`config.mk`:
```
export PLATFORM = sky130hd
export DESIGN_NAME = fixed_block_free_list_allocator
export DESIGN_NICKNAME = d
export VERILOG_FILES = /design/src/hdl/fbfl_pkg.sv /design/src/hdl/fbfl_dp.sv /design/src/hdl/fbfl_ctrl.sv /design/src/hdl/fixed_block_free_list_allocator.sv
export SDC_FILE = /design/constraint.sdc
export NUM_CORES = 2
export LEC_CHECK = 0
export ABC_AREA = 0
export BUFFER_PORTS_ARGS = -buffer_cell sky130_fd_sc_hd__buf_2
export CAP_MARGIN = 20
export CORE_AREA = 2 2 283 565
export CTS_CLUSTER_SIZE = 14
export DETAILED_ROUTE_END_ITERATION = 8
export DIE_AREA = 0 0 285 567
export GPL_TIMING_DRIVEN = 1
export HOLD_SLACK_MARGIN = 0.05
export PLACE_DENSITY = 0.76
export SLEW_MARGIN = 30
export SYNTH_ARGS = -nofsm -noshare
export SYNTH_HDL_FRONTEND = slang
export SYNTH_SLANG_ARGS = --single-unit
```
`constraint.sdc`:
```
create_clock -name clk -period 20.6 [get_ports clk]
set_input_delay 1.03 -clock clk [delete_from_list [all_inputs] [get_ports clk]]
set_output_delay 1.03 -clock clk [all_outputs]
set_load 0.02 [all_outputs]
```
`src/hdl/fbfl_pkg.sv`:
```
// shared constants, codes and command/status types for the block pool allocator
// no dependencies; imported by every module of the allocator
package fbfl_pkg;

  // pool geometry
  localparam int MAX_BLOCKS = 256;
  localparam int IDX_W      = $clog2(MAX_BLOCKS);
  localparam int LINK_W     = $clog2(MAX_BLOCKS + 1);
  localparam int CNT_W      = LINK_W;
  localparam logic [LINK_W-1:0] NULL_LINK = LINK_W'(MAX_BLOCKS);

  // stream field widths
  localparam int KIND_W    = 2;
  localparam int STATUS_W  = 2;
  localparam int IN_DATA_W = 8;
  localparam int OUT_DATA_W = 24;

  // operation codes
  localparam logic [KIND_W-1:0] KIND_ALLOC = 2'd0;
  localparam logic [KIND_W-1:0] KIND_FREE  = 2'd1;
  localparam logic [KIND_W-1:0] KIND_INIT  = 2'd2;

  // result status codes
  localparam logic [STATUS_W-1:0] ST_DONE  = 2'd0;
  localparam logic [STATUS_W-1:0] ST_EMPTY = 2'd1;
  localparam logic [STATUS_W-1:0] ST_FULL  = 2'd2;

  // controller to datapath commands
  typedef struct packed {
    logic                rd_head;    // start link read at the head
    logic                pop;        // head takes the link read back
    logic                push;       // link freed block in front of head
    logic                init_step;  // write one link of the rebuild walk
    logic                init_done;  // head to block 0, count to pool size
    logic                load;       // load the result register
    logic                grant;      // result carries the old head
    logic [STATUS_W-1:0] status;     // result status code
  } cmd_t;

  // datapath to controller status
  typedef struct packed {
    logic can_pop;
    logic can_push;
    logic init_last;
  } sts_t;

endpackage

```
`src/hdl/fbfl_dp.sv`:
```
// datapath: link memory, head and count registers, rebuild counter, result register
// depends on fbfl_pkg
module fbfl_dp (
  input  logic                          clk,
  input  logic                          rst,
  input  logic                          cfg_wr,
  input  logic [fbfl_pkg::CNT_W-1:0]    cfg_data,
  input  logic [fbfl_pkg::IDX_W-1:0]    block_index,
  input  fbfl_pkg::cmd_t                cmd,
  output fbfl_pkg::sts_t                sts,
  output logic [fbfl_pkg::STATUS_W-1:0] res_status,
  output logic [fbfl_pkg::IDX_W-1:0]    res_granted,
  output logic [fbfl_pkg::CNT_W-1:0]    res_count
);
  import fbfl_pkg::*;

  logic [LINK_W-1:0] link_mem [MAX_BLOCKS];
  logic [LINK_W-1:0] rd_data;
  logic [LINK_W-1:0] head;
  logic [LINK_W-1:0] head_next;
  logic [CNT_W-1:0]  count;
  logic [CNT_W-1:0]  count_next;
  logic [CNT_W-1:0]  pool_blocks;
  logic [CNT_W-1:0]  pool_n;
  logic [CNT_W-1:0]  pool_last;
  logic [IDX_W-1:0]  init_ctr;
  logic              init_last;
  logic              wr_en;
  logic [IDX_W-1:0]  wr_addr;
  logic [LINK_W-1:0] wr_data;

  // effective pool size, zero acts as one and large values saturate
  always_comb begin
    if (pool_blocks == '0) begin
      pool_n = CNT_W'(1);
    end else if (pool_blocks > CNT_W'(MAX_BLOCKS)) begin
      pool_n = CNT_W'(MAX_BLOCKS);
    end else begin
      pool_n = pool_blocks;
    end
  end

  assign pool_last = pool_n - CNT_W'(1);
  assign init_last = (init_ctr == pool_last[IDX_W-1:0]);

  // status back to the controller
  assign sts.can_pop   = (count != '0) && (head < NULL_LINK);
  assign sts.can_push  = (count < pool_n);
  assign sts.init_last = init_last;

  // link memory write port, shared by free and rebuild
  always_comb begin
    wr_en   = cmd.push | cmd.init_step;
    wr_addr = cmd.push ? block_index : init_ctr;
    if (cmd.push) begin
      wr_data = head;
    end else if (init_last) begin
      wr_data = NULL_LINK;
    end else begin
      wr_data = LINK_W'(init_ctr) + LINK_W'(1);
    end
  end

  always_ff @(posedge clk) begin
    if (wr_en) begin
      link_mem[wr_addr] <= wr_data;
    end
  end

  // registered read of the link behind the head
  always_ff @(posedge clk) begin
    if (cmd.rd_head) begin
      rd_data <= link_mem[head[IDX_W-1:0]];
    end
  end

  // head and count update
  always_comb begin
    head_next  = head;
    count_next = count;
    if (cmd.push) begin
      head_next  = LINK_W'(block_index);
      count_next = count + CNT_W'(1);
    end else if (cmd.pop) begin
      head_next  = rd_data;
      count_next = count - CNT_W'(1);
    end else if (cmd.init_done) begin
      head_next  = '0;
      count_next = pool_n;
    end
  end

  always_ff @(posedge clk) begin
    if (rst) begin
      head        <= NULL_LINK;
      count       <= '0;
      init_ctr    <= '0;
      pool_blocks <= CNT_W'(MAX_BLOCKS);
    end else begin
      head  <= head_next;
      count <= count_next;
      if (cmd.init_done) begin
        init_ctr <= '0;
      end else if (cmd.init_step) begin
        init_ctr <= init_ctr + IDX_W'(1);
      end
      if (cfg_wr) begin
        pool_blocks <= cfg_data;
      end
    end
  end

  // result register
  always_ff @(posedge clk) begin
    if (cmd.load) begin
      res_status  <= cmd.status;
      res_granted <= cmd.grant ? head[IDX_W-1:0] : '0;
      res_count   <= count_next;
    end
  end

endmodule

```
`src/hdl/fbfl_ctrl.sv`:
```
// controller: sequences allocate, free and rebuild and owns the output valid
// depends on fbfl_pkg
module fbfl_ctrl (
  input  logic                        clk,
  input  logic                        rst,
  input  logic                        in_valid,
  output logic                        in_ready,
  input  logic [fbfl_pkg::KIND_W-1:0] kind,
  output logic                        out_valid,
  input  logic                        out_ready,
  input  fbfl_pkg::sts_t              sts,
  output fbfl_pkg::cmd_t              cmd
);
  import fbfl_pkg::*;

  typedef enum logic [1:0] {
    S_IDLE,
    S_POP,
    S_INIT
  } state_t;

  state_t state;
  state_t state_next;
  logic   accept;

  // take a new item only when idle and the result slot is free or draining
  assign in_ready = (state == S_IDLE) && (!out_valid || out_ready);
  assign accept   = in_valid && in_ready;

  // next state and commands
  always_comb begin
    state_next = state;
    cmd        = '0;
    unique case (state)
      S_IDLE: begin
        if (accept) begin
          unique case (kind)
            KIND_ALLOC: begin
              if (sts.can_pop) begin
                cmd.rd_head = 1'b1;
                state_next  = S_POP;
              end else begin
                cmd.load   = 1'b1;
                cmd.status = ST_EMPTY;
              end
            end
            KIND_FREE: begin
              cmd.load = 1'b1;
              if (sts.can_push) begin
                cmd.push   = 1'b1;
                cmd.status = ST_DONE;
              end else begin
                cmd.status = ST_FULL;
              end
            end
            KIND_INIT: begin
              state_next = S_INIT;
            end
            default: begin
              cmd.load   = 1'b1;
              cmd.status = ST_DONE;
            end
          endcase
        end
      end
      S_POP: begin
        cmd.pop    = 1'b1;
        cmd.load   = 1'b1;
        cmd.grant  = 1'b1;
        cmd.status = ST_DONE;
        state_next = S_IDLE;
      end
      S_INIT: begin
        cmd.init_step = 1'b1;
        if (sts.init_last) begin
          cmd.init_done = 1'b1;
          cmd.load      = 1'b1;
          cmd.status    = ST_DONE;
          state_next    = S_IDLE;
        end
      end
      default: begin
        state_next = S_IDLE;
      end
    endcase
  end

  // state and output valid
  always_ff @(posedge clk) begin
    if (rst) begin
      state     <= S_IDLE;
      out_valid <= 1'b0;
    end else begin
      state <= state_next;
      if (cmd.load) begin
        out_valid <= 1'b1;
      end else if (out_ready) begin
        out_valid <= 1'b0;
      end
    end
  end

endmodule

```
`src/hdl/fixed_block_free_list_allocator.sv`:
```
// Fixed-size block pool allocator with a LIFO free list of block indices.
// Input stream: s_tuser carries the operation (allocate, free, rebuild),
// s_tdata the block index used by free. Every transaction gives exactly one
// result on the output stream: m_tuser the status (done, pool empty, pool
// full), m_tdata the granted index and the free count after the operation.
// Configuration: cfg_data sets the pool size used by rebuild and as the
// free limit; it is always ready and should be written while idle.
// Timing: free and failed operations give their result at the accepting
// edge; allocate passes through S_POP because the link memory read of
// the head must return before the new head is known; rebuild walks
// the pool in S_INIT, writing one link per cycle.
// One item is in flight at a time. While a result waits on m_tready no new
// transaction is accepted, and the result holds steady.
// Reset (rst, synchronous) empties the pool (head null, count zero) and
// sets the pool size to 256; link contents are only defined after rebuild.
// Depends on fbfl_pkg, fbfl_ctrl and fbfl_dp.
module fixed_block_free_list_allocator (
  input  logic                            clk,
  input  logic                            rst,
  input  logic                            s_tvalid,
  output logic                            s_tready,
  input  logic [fbfl_pkg::IN_DATA_W-1:0]  s_tdata,   // [7:0] block_index
  input  logic [fbfl_pkg::KIND_W-1:0]     s_tuser,   // [1:0] kind
  output logic                            m_tvalid,
  input  logic                            m_tready,
  output logic [fbfl_pkg::OUT_DATA_W-1:0] m_tdata,   // [7:0] granted_index, [16:8] free_count
  output logic [fbfl_pkg::STATUS_W-1:0]   m_tuser,   // [1:0] status
  input  logic                            cfg_valid,
  output logic                            cfg_ready,
  input  logic [fbfl_pkg::CNT_W-1:0]      cfg_data
);
  import fbfl_pkg::*;

  cmd_t              cmd;
  sts_t              sts;
  logic [IDX_W-1:0]  res_granted;
  logic [CNT_W-1:0]  res_count;

  assign cfg_ready = 1'b1;

  // sequencing
  fbfl_ctrl u_ctrl (
    .clk       (clk),
    .rst       (rst),
    .in_valid  (s_tvalid),
    .in_ready  (s_tready),
    .kind      (s_tuser),
    .out_valid (m_tvalid),
    .out_ready (m_tready),
    .sts       (sts),
    .cmd       (cmd)
  );

  // storage and result
  fbfl_dp u_dp (
    .clk         (clk),
    .rst         (rst),
    .cfg_wr      (cfg_valid & cfg_ready),
    .cfg_data    (cfg_data),
    .block_index (s_tdata[IDX_W-1:0]),
    .cmd         (cmd),
    .sts         (sts),
    .res_status  (m_tuser),
    .res_granted (res_granted),
    .res_count   (res_count)
  );

  // pack result payload, zero fill to whole bytes
  assign m_tdata = {(OUT_DATA_W - IDX_W - CNT_W)'(0), res_count, res_granted};

endmodule

```
Word-level counts from Yosys, hierarchy flattened
Memory sizes are Yosys's and may differ from the RTL's. A register that Yosys moved wholly into a read port is not among the register bits.
Index checks and enable logic that the tools add are counted.
Widths: inputs -> output; s select.
{"block": "word_totals", "ramBits": 2304, "memories": 1, "romBits": 0, "in_bits": 24, "latchBits": 0, "output_inout_bits": 29, "word_cells": 80, "ff_bits": 57}
{"block": "op_classes", "div": 0, "shift": 0, "addsub": 5, "n_reduce_logical": 14, "eq_ne": 9, "n_lt_le_gt_ge": 3, "bitwise_logic": 1, "mux": 38, "n_mul": 0}
{"name": "u_dp.link_mem", "depth": 256, "width": 9, "rd": 1, "rd_ports_with_merged_regs": 1, "write_ports": 1, "line_no": "fbfl_dp.sv:17", "text": "logic [LINK_W-1:0] link_mem [MAX_BLOCKS];"}
{"op": "$mux 9", "count": 10}
{"op": "$mux 1", "count": 16}
{"op": "$mux 2", "count": 6}
{"op": "$pmux 2 s2", "count": 3}
{"op": "$add 8x1->9 const B", "count": 1}
{"op": "$add 9x1->9 const B", "count": 1}
{"op": "$gt 9x9->1 const B", "count": 1}
{"op": "$logic_not 9->1", "count": 1}
{"op": "$lt 9x9->1", "count": 1}
{"op": "$lt 9x9->1 const B", "count": 1}
{"op": "$reduce_bool 9->1", "count": 1}
{"op": "$sub 9x1->9 const B", "count": 1}
{"op": "$add 8x1->8 const B", "count": 1}
{"op": "$eq 8x8->1", "count": 1}
{"op": "$mux 8", "count": 1}
{"op": "$sub 8x1->8 const B", "count": 1}
{"op": "$ne 3x3->1 const B", "count": 2}
{"op": "$eq 2x1->1 const B", "count": 2}
{"op": "$eq 2x2->1 const B", "count": 2}
{"op": "$logic_not 2->1", "count": 2}
{"op": "$ne 2x1->1 const B", "count": 2}
{"op": "$reduce_and 4->1", "count": 1}
{"op": "$logic_and 1x1->1", "count": 3}
{"op": "$pmux 1 s3", "count": 1}
{"op": "other kinds (8)", "count": 8}

Depth between registers and ports, before layout
{"block": "depth", "word_depth": 11, "depth_mapped": 14, "mapped_depth_nobuf": 12}

Hierarchy
Synthesis repeated with hierarchy kept, for this count alone.
{"block": "unflattened", "hier_cells": 4575, "hier_area_um2": 92222.2}
{"module": "fbfl_dp", "seq_area_each_um2": 70727.8, "area_each_um2": 91908.1, "cells_each": 4535, "n_inst": 1}
{"module": "fbfl_ctrl", "seq_area_each_um2": 60.1, "area_each_um2": 246.5, "cells_each": 30, "n_inst": 1}
{"module": "fixed_block_free_list_allocator", "seq_area_each_um2": 0.0, "area_each_um2": 67.6, "cells_each": 10, "n_inst": 1}

Least setup slack after synthesis
Ideal clock, no wire load.
{"block": "synth_timing", "path_type": "reg2reg", "startpoint": "register u_dp.pool_blocks[4]", "endpoint": "memory u_dp.link_mem[0][7] (netlist bit) (data pin)", "arrival_time_ns": 12.670, "period_less_slack_ns": 14.905, "stages_incl_launch_ff": 14, "required_time_ns": 18.365, "slack_ns": 5.695, "cell_sequence": "dfxtp_1 clkbuf_1 nor2_1 a31oi_1 nor2_1 inv_1 ha_1 inv_1 or4_1 o211ai_2 nor3_4 and2_1 buf_6 o31ai_1"}
{"block": "synth_between", "elab_chain_cells": 9, "word_cells_on_any_way": 13}
{"element": "start: declaration", "line_no": "fbfl_dp.sv:23", "text": "logic [CNT_W-1:0] pool_blocks;"}
{"element": "start signal: assignment", "line_no": "fbfl_dp.sv:98", "text": "pool_blocks <= CNT_W'(MAX_BLOCKS);"}
{"element": "start signal: assignment", "line_no": "fbfl_dp.sv:108", "text": "pool_blocks <= cfg_data;"}
{"element": "$gt 9x9->1", "line_no": "fbfl_dp.sv:36", "text": "end else if (pool_blocks > CNT_W'(MAX_BLOCKS)) begin"}
{"element": "$mux 9", "line_no": "fbfl_dp.sv:36"}
{"element": "$mux 9 (*)", "line_no": "fbfl_dp.sv:34", "text": "if (pool_blocks == '0) begin"}
{"element": "$lt 9x9->1", "line_no": "fbfl_dp.sv:48", "text": "assign sts.can_push = (count < pool_n);"}
{"element": "$mux 1", "line_no": "fbfl_ctrl.sv:49", "text": "if (sts.can_push) begin"}
{"element": "$mux 1", "line_no": "fbfl_ctrl.sv:37", "text": "unique case (kind)"}
{"element": "$mux 1", "line_no": "fbfl_ctrl.sv:36", "text": "if (accept) begin"}
{"element": "$mux 1", "line_no": "fbfl_ctrl.sv:34", "text": "unique case (state)"}
{"element": "$mux 9 (*)", "line_no": "fbfl_dp.sv:55", "text": "if (cmd.push) begin"}
{"element": "via u_dp.wr_data[7]", "line_no": "fbfl_dp.sv:30", "text": "logic [LINK_W-1:0] wr_data;"}
{"element": "end: declaration", "line_no": "fbfl_dp.sv:17"}
The timed path passes the listed nets; every way through them passes the cells marked *.

Final worst setup path
{"block": "layout_timing", "startpoint": "register u_dp.head[0]", "endpoint": "register u_dp.rd_data[4], read port of u_dp.link_mem (data pin)"}
{"block": "layout_between", "elab_chain_cells": 6}
{"element": "start: declaration", "line_no": "fbfl_dp.sv:19", "text": "logic [LINK_W-1:0] head;"}
{"element": "start signal: assignment", "line_no": "fbfl_dp.sv:100", "text": "head <= head_next;"}
{"element": "$lt 9x9->1", "line_no": "fbfl_dp.sv:47", "text": "assign sts.can_pop = (count != '0) && (head < NULL_LINK);"}
{"element": "$logic_and 1x1->1", "line_no": "fbfl_dp.sv:47"}
{"element": "$mux 1", "line_no": "fbfl_ctrl.sv:39", "text": "if (sts.can_pop) begin"}
{"element": "$mux 1", "line_no": "fbfl_ctrl.sv:37"}
{"element": "$mux 1", "line_no": "fbfl_ctrl.sv:36"}
{"element": "$mux 1", "line_no": "fbfl_ctrl.sv:34"}
{"element": "end: declaration", "line_no": "fbfl_dp.sv:18", "text": "logic [LINK_W-1:0] rd_data;"}
Several ways; a longest one is shown, not always the timed one.
A chain may end at the register's enable or synchronous reset.

==> impl_metrics.py <==
metrics = {
    "power_and_ir_drop": {
        "sw_frac_of_total": 0.207,
        "seqPwrFrac": 0.575,
        "leakagePower_nw": 31.5,
        "power.density_nw_per_um2": 88.4,
        "combPwrFrac": 0.048,
        "p_sw_mw": 1.90,
        "internal-power_mw": 7.28,
        "p_clk_frac": 0.376,
        "finalPower_mw": 9.18,
        "vdd_ir_drop_max_mv": 0.0799,
    },
    "hold_path": {
        "hp-class": "input port to flop",
    },
    "cells_and_area": {
        "fill_cells": 9845,
        "register_area_um2": 70800,
        "finalNetCount": 4639,
        "drive_gt1_frac": 0.289,
        "final_cell_area_um2": 104000,
        "multi_input_area_um2": 22300,
        "area_delta_synth_final_pct": 10.8,
    },
    "placed_design": {
        "dpl-instance-area_um2": 98100,
        "place.gp.congestion": 0.902,
        "numPortBuffers": 44,
        "dpl.hpwl_mm": 149,
    },
    "logic_synthesis": {
        "synth.area.top_cells": "edfxtp_1, mux4_2, mux2i_1",
        "synth_area_um2": 93800,
        "async_flop_share": 0,
        "ys_seq_area_frac": 0.755,
        "synth_area_per_cell_um2": 21.4,
        "ys_ff_latch": 2370,
        "ys_warn_count": 0,
        "ys.flop_type": "edfxtp_1",
        "synthCells": 4374,
        "ys_types": 75,
        "synth_top_cell_area_share": 0.747,
        "yosysTopAreaCell": "edfxtp_1",
        "synth_edf_count": 2332,
    },
    "grt": {
        "grt_pass1_vias": 47700,
        "track_usage": 0.298,
        "grt_max_degree": 229,
        "grt_first_pass_wirelength_mm": 340,
        "grt_overflow_total": 0,
        "antenna_found_initial": 16,
    },
    "floorplanning": {
        "core_um2": 157000,
        "die-area_um2": 162000,
        "ios": 53,
        "std_cell_rows": 206,
        "initial_core_util": 0.597,
        "dieWidth_um": 285,
        "die_h_um": 567,
    },
    "detailed_routing": {
        "vias": 46600,
        "drt_iter0_drc": 5353,
        "routedWlPerCell_um": 35.2,
        "drc": 0,
        "postRouteAntennaNets": 0,
        "wl_mm": 239,
        "firstDrtPassIters": 5,
        "vias_per_cell": 6.87,
    },
    "clock_tree": {
        "root_buffer": "clkbuf_16",
        "post-cts-setup-buffer-count": 0,
        "cts_tree": "done",
        "cts_buffers": 201,
        "cts_sinks": 2370,
        "clk_pin_slew_ns": 0.07,
        "clock_latency_ns": 0.86,
        "max-clock-path-buffers": 4,
        "cts_resized": 0,
        "htreeDepth": 4,
        "cts_hold_buf": 0,
    },
    "outcome": {
        "status": "completed",
    },
    "timing": {
        "fin_crit_sh": 0.337,
        "whs_ns": 0.484,
        "finClkSkew_ns": 0.0560,
        "slew_viol_final": 0,
        "max_slew_margin": 0.244,
        "period_needed_ns": 6.95,
        "tightestPinTransition_ns": 1.13,
        "rsz0062_at_grt": "no",
        "fin_tns_setup_ns": 0,
        "hold_viol": 0,
        "setup_viol": 0,
        "fmax_mhz": 144,
    },
    "setup_path": {
        "path_max_fanout": 89,
        "required_ns": 21.17,
        "r2r_cells": 11,
        "cp.arrival_ns": 7.52,
        "critPathKind": "flop to flop",
        "startpoint": "u_dp.head[0]$_SDFFE_PP0P_",
        "cp-end-kind": "flop",
        "crit_end": "u_dp.rd_data[4]$_DFFE_PP_",
        "r2r_setup_slack_ns": 13.65,
        "r2r-end": "u_dp.rd_data[4]$_DFFE_PP_",
        "r2r_start": "u_dp.head[0]$_SDFFE_PP0P_",
        "startpoint_type": "flop",
    },
    "run": {
        "maxCapViolations": 0,
    },
}
-- metal layers --
layer | global-route usage | share of wire | wire, um | vias to the layer above
met4 | 0.202 | 0.082 | 19500 | 10
met2 | 0.517 | 0.53 | 126000 | 2440
met1 | 0.341 | 0.32 | 76800 | 24600
met5 | 0 | 0.00029 | 69 | -
met3 | 0.0446 | 0.068 | 16200 | 616
li1 | - | - | - | 18900
-- power groups by stage --
stage / Sequential [mW] / Clock (mW) / Combinational (mW)
after global routing: 5.28 / 3.64 / 0.466
after CTS: 5.28 / 3.49 / 0.445
final: 5.28 / 3.45 / 0.445
after global placement: 5.39 / 0 / 0.435
after floorplan: 5.40 / 0 / 0.295
after detailed placement: 5.39 / 0 / 0.442
-- sequential cells by signal, summed over array words and instances (netlist names), 8 cells and up --
signal	count
u_dp.init_ctr	8
u_dp.res_granted	8
u_dp.count	9
u_dp.head	9
u_dp.link_mem	2304
u_dp.res_count	9
u_dp.pool_blocks	9
u_dp.rd_data	9
-- cell usage after synthesis (all sizes together), types with 3 or more instances --
| library cell | count |
|---|---|
| edfxtp | 2332 |
| mux4 | 648 |
| nor3 | 265 |
| buf | 178 |
| mux2i | 170 |
| clkbuf | 129 |
| nor2 | 109 |
| a21oi | 68 |
| o22ai | 57 |
| nand2 | 54 |
| dfxtp | 38 |
| o21ai | 34 |
| a22oi | 28 |
| nor4 | 26 |
| nand3 | 24 |
| o221ai | 20 |
| inv | 17 |
| nand2b | 13 |
| ha | 12 |
| a31oi | 9 |
| and2 | 9 |
| nor2b | 9 |
| o31ai | 9 |
| a211oi | 7 |
| o41ai | 7 |
| or4 | 7 |
| xnor2 | 7 |
| a21boi | 6 |
| a221oi | 6 |
| nor4b | 6 |
| o211ai | 6 |
| xor2 | 6 |
| mux2 | 5 |
| a311oi | 4 |
| a32oi | 4 |
| and4 | 4 |
| nand4 | 4 |
| or3 | 4 |
| a2111oi | 3 |
| a211o | 3 |
| nand4b | 3 |
-- cell usage in the layout, fill, tap and decap left out, drive strengths merged, types with 8 or more instances in the layout --
cell type	Yosys	routed
mux2i	170	170
a22oi	28	28
nand2b	13	13
clkinv	0	14
a31oi	9	9
buf	178	327
edfxtp	2332	2332
ha	12	12
nor2b	9	9
diode	0	8
o22ai	57	57
clkbuf	129	268
nor2	109	109
conb	2	8
nor3	265	265
nor4	26	26
o221ai	20	20
o31ai	9	9
nand2	54	54
and2	9	9
nand3	24	24
mux4	648	648
o21ai	34	34
dfxtp	38	38
a21oi	68	68
inv	17	20
-- logic make-up after synthesis --
logic type      Yosys count  synth area share
flops                  2370             0.755
mux                     823             0.174
simple gates            544            0.0309
buf+inv                 324            0.0156
compound gates          286            0.0216
xor+xnor                 13           0.00121
fa+ha+maj                12           0.00160
other cells               2         0.0000801
-- cell type report --
cell class / instances / share of cell area
inverter: 17 / 0.000614
antenna: 8 / 0.000193
tap: 2080 / 0.0250
sequential: 2370 / 0.681
multi-input combinational: 1686 / 0.214
clock inverter: 22 / 0.00227
timing repair buffer: 327 / 0.0249
clock buffer: 268 / 0.0517
-- metrics by stage --
stage	util	setup WS, ns	instances
floorplan	-	5.69	4380
global placement	0.623	13.33	6473
detailed placement	0.624	13.33	6477
CTS	0.660	13.25	6767
global route	0.661	13.08	6771
finish	0.661	13.65	6778
-- how the worst min path moves through the flow --
| stage | start | end | slack, ns | depth (start not counted) |
|---|---|---|---|---|
| global route | cfg_data[0] | u_dp.pool_blocks[0]$_SDFFE_PP0P_ | 0.49 | 3 |
| global placement | u_dp.head[8]$_SDFFE_PP1P_ | u_dp.head[8]$_SDFFE_PP1P_ | 0.54 | 2 |
| detailed placement | u_dp.head[8]$_SDFFE_PP1P_ | u_dp.head[8]$_SDFFE_PP1P_ | 0.54 | 2 |
| floorplan | u_dp.rd_data[8]$_DFFE_PP_ | u_dp.head[8]$_SDFFE_PP1P_ | 0.43 | 2 |
| CTS | cfg_data[0] | u_dp.pool_blocks[0]$_SDFFE_PP0P_ | 0.46 | 3 |
| finish | cfg_data[2] | u_dp.pool_blocks[2]$_SDFFE_PP0P_ | 0.48 | 3 |
-- worst max-delay path, cell delays in order, from the launching register on --
cell and delay [ns]:
dfxtp_4 0.74, buf_4 0.67, buf_6 0.62, buf_4 0.72, buf_4 0.74, buf_12 0.57, mux4_2 0.63, mux4_2 0.47
mux2i_1 0.19, a21oi_1 0.13, nor3_1 0.64, nor3_1 0.11
Power figures use the tool's default switching activity.
